### src/rtl/tlpt_pkg.sv
// Shared types and constants for the two-level page table engine.
// Holds the channel beat structs, command and status codes, and the
// controller-to-datapath command and status structs. No dependencies.
`timescale 1ns / 1ps

package tlpt_pkg;

  // Geometry fixed by the 32-bit, 4 KiB page address split.
  localparam int IDX_W   = 10;
  localparam int FLAG_W  = 12;
  localparam int FRAME_W = 20;

  // Command codes.
  localparam logic [1:0] CMD_MAP_PAGE  = 2'd0;
  localparam logic [1:0] CMD_MAP_TABLE = 2'd1;
  localparam logic [1:0] CMD_TRANSLATE = 2'd2;
  localparam logic [1:0] CMD_NONE      = 2'd3;

  // Result status codes.
  localparam logic [1:0] STS_OK      = 2'd0;
  localparam logic [1:0] STS_ABSENT  = 2'd1;
  localparam logic [1:0] STS_ALIGN   = 2'd2;
  localparam logic [1:0] STS_NOSLOT  = 2'd3;

  typedef struct packed {
    logic [1:0]        cmd;
    logic [31:0]       virt_addr;
    logic [31:0]       phys_addr;
    logic [FLAG_W-1:0] entry_flags;
  } in_beat_t;

  typedef struct packed {
    logic [31:0] result_addr;
    logic [1:0]  status;
  } out_beat_t;

  // How the datapath builds the pending result.
  typedef enum logic [2:0] {
    RES_ZERO,
    RES_ABSENT,
    RES_ALIGN,
    RES_NOSLOT,
    RES_XLATE
  } res_sel_t;

  typedef struct packed {
    logic     capture;
    logic     dir_clr;
    logic     dir_we;
    logic     slot_take;
    logic     tab_we_one;
    logic     tab_rd;
    logic     sweep_we;
    logic     cnt_clear;
    logic     cnt_inc;
    logic     res_load;
    res_sel_t res_sel;
    logic     out_load;
  } dp_cmd_t;

  typedef struct packed {
    logic       cnt_last;
    logic [1:0] cmd;
    logic       misaligned;
    logic       dir_present;
    logic       slots_full;
    logic       out_free;
  } dp_sts_t;

endpackage

### src/rtl/tlpt_ctrl.sv
// Controller state machine of the page table engine.
// Depends on tlpt_pkg; drives the datapath only through dp_cmd_t.
`timescale 1ns / 1ps

module tlpt_ctrl import tlpt_pkg::*; (
  input  logic    clk,
  input  logic    rst_n,
  input  logic    in_valid,
  output logic    in_stall,
  input  dp_sts_t sts,
  output dp_cmd_t cmd
);

  typedef enum logic [5:0] {
    S_INIT   = 6'b000001,
    S_IDLE   = 6'b000010,
    S_DECIDE = 6'b000100,
    S_SWEEP  = 6'b001000,
    S_TREAD  = 6'b010000,
    S_RESP   = 6'b100000
  } state_t;

  state_t state_r, state_nxt;

  always_ff @(posedge clk) begin
    if (!rst_n) begin
      state_r <= S_INIT;
    end else begin
      state_r <= state_nxt;
    end
  end

  always_comb begin
    cmd       = '0;
    state_nxt = state_r;
    unique case (state_r)
      S_INIT: begin
        cmd.dir_clr = 1'b1;
        cmd.cnt_inc = 1'b1;
        if (sts.cnt_last) begin
          state_nxt = S_IDLE;
        end
      end
      S_IDLE: begin
        if (in_valid) begin
          cmd.capture = 1'b1;
          state_nxt   = S_DECIDE;
        end
      end
      S_DECIDE: begin
        cmd.cnt_clear = 1'b1;
        case (sts.cmd) inside
          CMD_TRANSLATE: begin
            if (!sts.dir_present) begin
              cmd.res_load = 1'b1;
              cmd.res_sel  = RES_ABSENT;
              state_nxt    = S_RESP;
            end else begin
              cmd.tab_rd = 1'b1;
              state_nxt  = S_TREAD;
            end
          end
          CMD_MAP_PAGE, CMD_MAP_TABLE: begin
            if (sts.misaligned) begin
              cmd.res_load = 1'b1;
              cmd.res_sel  = RES_ALIGN;
              state_nxt    = S_RESP;
            end else if (!sts.dir_present && sts.slots_full) begin
              cmd.res_load = 1'b1;
              cmd.res_sel  = RES_NOSLOT;
              state_nxt    = S_RESP;
            end else begin
              cmd.dir_we    = 1'b1;
              cmd.slot_take = !sts.dir_present;
              // A fresh table is zeroed as it is written, so it takes the sweep too.
              if (sts.cmd == CMD_MAP_TABLE || !sts.dir_present) begin
                state_nxt = S_SWEEP;
              end else begin
                cmd.tab_we_one = 1'b1;
                cmd.res_load   = 1'b1;
                cmd.res_sel    = RES_ZERO;
                state_nxt      = S_RESP;
              end
            end
          end
          default: begin
            cmd.res_load = 1'b1;
            cmd.res_sel  = RES_ZERO;
            state_nxt    = S_RESP;
          end
        endcase
      end
      S_SWEEP: begin
        cmd.sweep_we = 1'b1;
        cmd.cnt_inc  = 1'b1;
        if (sts.cnt_last) begin
          cmd.res_load = 1'b1;
          cmd.res_sel  = RES_ZERO;
          state_nxt    = S_RESP;
        end
      end
      S_TREAD: begin
        cmd.res_load = 1'b1;
        cmd.res_sel  = RES_XLATE;
        state_nxt    = S_RESP;
      end
      S_RESP: begin
        if (sts.out_free) begin
          cmd.out_load = 1'b1;
          state_nxt    = S_IDLE;
        end
      end
      default: begin
        state_nxt = S_INIT;
      end
    endcase
  end

  assign in_stall = (state_r != S_IDLE);

  a_out_load_free: assert property (@(posedge clk) disable iff (!rst_n)
    cmd.out_load |-> sts.out_free)
    else $error("result loaded while output register still occupied");

  a_slot_take_room: assert property (@(posedge clk) disable iff (!rst_n)
    cmd.slot_take |-> !sts.slots_full)
    else $error("table slot taken with none left");

  a_sweep_to_resp: assert property (@(posedge clk) disable iff (!rst_n)
    (state_r == S_SWEEP) && sts.cnt_last |=> state_r == S_RESP)
    else $error("sweep end did not move to response");

endmodule

### config.mk
export PLATFORM = sky130hd
export DESIGN_NAME = tlpt_ctrl
export DESIGN_NICKNAME = d
export VERILOG_FILES = /design/src/rtl/tlpt_pkg.sv /design/src/rtl/tlpt_ctrl.sv
export SDC_FILE = /design/constraint.sdc
export NUM_CORES = 1
export LEC_CHECK = 0
export ABC_AREA = 1
export BUFFER_PORTS_ARGS = -buffer_cell sky130_fd_sc_hd__buf_4
export CAP_MARGIN = 0
export CORE_AREA = 2 2 39 41
export DETAILED_ROUTE_END_ITERATION = 10
export DIE_AREA = 0 0 41 43
export HOLD_SLACK_MARGIN = 0.12
export PLACE_DENSITY = 0.7
export SLEW_MARGIN = 20
export SYNTH_ARGS = -nofsm -noshare
export SYNTH_HDL_FRONTEND = slang
export SYNTH_SLANG_ARGS = --single-unit
### constraint.sdc
create_clock -name clk -period 1.9 [get_ports clk]
set_clock_uncertainty 0.1 [all_clocks]
set_input_delay 0.095 -clock clk [delete_from_list [all_inputs] [get_ports clk]]
set_output_delay 0.095 -clock clk [all_outputs]
set_load 0.02 [all_outputs]
==> results_dict.tcl <==
set metrics [dict create \
    cts_resized 0 \
    synthXorXnorAreaFrac_pct 0 \
    dpl_cell_area_um2 734 \
    cts_tree "yes" \
    area_growth_pct 47.3 \
    final_layout_size_suffix_gt1_share_pct 35.7 \
    synth_compound_area_share_pct 7.73 \
    synth.net_count 95 \
    hpwl_um 1150 \
    cap_violations 0 \
    grt_pass1_wl_um 2030 \
    finalSetupTns_ns 0 \
    drc 0 \
    syn-instance-count 85 \
    hold_end "state_r[0]" \
    cp.required_ns 1.94 \
    clock-sinks 6 \
    overflow 0 \
    reg_top3 "state_r x6" \
    antenna_cells 0 \
    wl_per_cell_um 10.1 \
    hp-class "input port to register" \
    fmax_mhz 556 \
    totalWireLength_um 1330 \
    path_max_fanout 6 \
    dr.pass1.iters 2 \
    fin_ws_ns 0.102 \
    multi_input_area_um2 332 \
    yosysMostFrequentCell "inv_1" \
    htreeDepth 1 \
    reg2reg_to "state_r[5]" \
    grt_max_degree 8 \
    dieArea_mm2 0.00176 \
    regMostFlops "state_r" \
    peakVddDrop_mv 0.305 \
    row_count 14 \
    syn_avg_cell_area_um2 6.29 \
    yosys-mux-area-fraction_pct 0 \
    synth-seq-cells 6 \
    dp_slack_ns 0.501 \
    worst_ep_arrival_time_ns 1.84 \
    worst_pin_slew_ns 0.248 \
    holdPathStages 4 \
    largest_reg_flops 6 \
    synth_top_family_by_area "simple AND/OR/NAND/NOR gates" \
    start_kind "register" \
    post_cts_buffers 0 \
    status "finished clean" \
    ys_types 19 \
    dr.first_iter.drc_count 12 \
    design_area_um2 787 \
    clockBufferDepth 2 \
    r2r_cells 8 \
    clkTransAtPathRegs_ns 0.05 \
    rrSetupSlack_ns 0.10 \
    hold_start "sts[6]" \
    yosysSeqAreaShare_pct 22.5 \
    drv_slew 0 \
    start_util_pct 38.6 \
    cts_buffers 3 \
    io_buffers 24 \
    syn-cell-area_um2 534 \
    synth_top_cells_by_count "inv_1, nand2_1, nor2_1, nand3_1, dfxtp_1" \
    coreArea_mm2 0.00138 \
    power.density_mw_per_mm2 667 \
    p_leak_uw 0.000441 \
    filler_cell_count 151 \
    vias_per_cell 4.73 \
    setup_viol 0 \
    nNetsFinal 127 \
    clock_latency_ns 0.25 \
    yosys_warnings 0 \
    end_kind "register" \
    synth-simple-area-share_pct 54.3 \
    final_util_pct 56.9 \
    final_hold_viol_count 0 \
    ctsHoldBuffers 3 \
    clockRootBuffer "clkbuf_4" \
    relSlewSlack_pct 83.3 \
    synthAdderAreaFrac_pct 0 \
    period_needed_ns 1.80 \
    grt_pass1_vias 555 \
    ys_top_cells_by_area "dfxtp_1, inv_1, nand2_1" \
    antenna_found_initial 0 \
    synthDominantCellAreaShare_pct 22.5 \
    vias 619 \
    synth_edf_count 0 \
    dieWidth_um 41 \
    place_congestion 0.735 \
    critical_path_class "register to register" \
    top_level_ports 25 \
    regArea_um2 120 \
    fin_crit_sh_pct 94.6 \
    grt.total_usage_pct 17.3 \
    rsz0062_at_grt "no" \
    ys.flop_type "dfxtp_1" \
    antenna_left 0 \
    r2r_start "state_r[1]" \
    fp.dieH_um 43 \
    async_flop_share_pct 0 \
    synth_top_area_cell "dfxtp_1" \
]
==> where the power goes <==
group	leakage, uW	total [uW]	switching (uW)	internal [uW]
clock network	0.0000138	119	47.3	71.5
registers	0.0000489	162	20.8	141
logic	0.000379	244	145	99.0
==> kinds of logic (layout without fill, tap and decap cells) <==
logic type	after synthesis	after routing
AND/OR/NAND/NOR	51	51
AO/OA/AOI/OAI	6	6
buffers and inverters	22	52
flip-flops	6	6
==> worst max-delay path by stage <==
stage,to,from,depth (start not counted),slack [ns]
5_1_grt,state_r[5],state_r[2],8,0.01
3_5_place_dp,cmd[10],state_r[1],6,0.50
3_3_place_gp,cmd[10],state_r[1],6,0.56
6_report,state_r[5],state_r[1],8,0.10
4_1_cts,state_r[5],state_r[1],8,0.10
2_1_floorplan,cmd[2],state_r[1],3,0.49
==> cells in the final DEF (no fill, tap or decap), drive strengths merged <==
cell,netlist,layout
buf,0,24
inv,22,22
nor2,18,18
nand2,13,13
nand3,11,11
dfxtp,6,6
nand4,5,5
nor3,4,4
clkbuf,0,3
dlygate4sd3,0,3
o21ai,2,2
a211oi,1,1
a22oi,1,1
a21oi,1,1
o21a,1,1
==> critical path, stage by stage, from the launching register on <==
cell	delay (ns)
dfxtp_1	0.42
nor2_4	0.10
nand3_2	0.10
inv_1	0.06
a21oi_2	0.18
nand3_1	0.10
nand2_1	0.06
dlygate4sd3_1	0.54
inv_1	0.04
==> layout make-up <==
| type | count | area share, % |
|---|---|---|
| Clock buffer | 3 | 2.86 |
| Inverter | 22 | 10.5 |
| Multi-Input combinational cell | 57 | 42.1 |
| Sequential cell | 6 | 15.3 |
| Tap cell | 16 | 2.54 |
| Timing Repair Buffer | 27 | 26.7 |
==> metrics by stage <==
step,power [uW],hold slack (ns),cells
after floorplan,325,0.0792,85
after detailed placement,407,0.232,125
final,525,0.142,131
after global routing,566,0.157,131
after global placement,403,0.225,125
after CTS,531,0.147,131
==> per-layer routing <==
metal  GRT usage, %  part of all wire (%)  vias to the layer above
met3           3.14                   8.2                        5
li1               -                     -                      329
met1           18.1                    41                      256
met2           28.7                    48                       29
met5              0                     0                        -
met4           12.0                   3.0                        0
(Power assumes the default switching activity.)
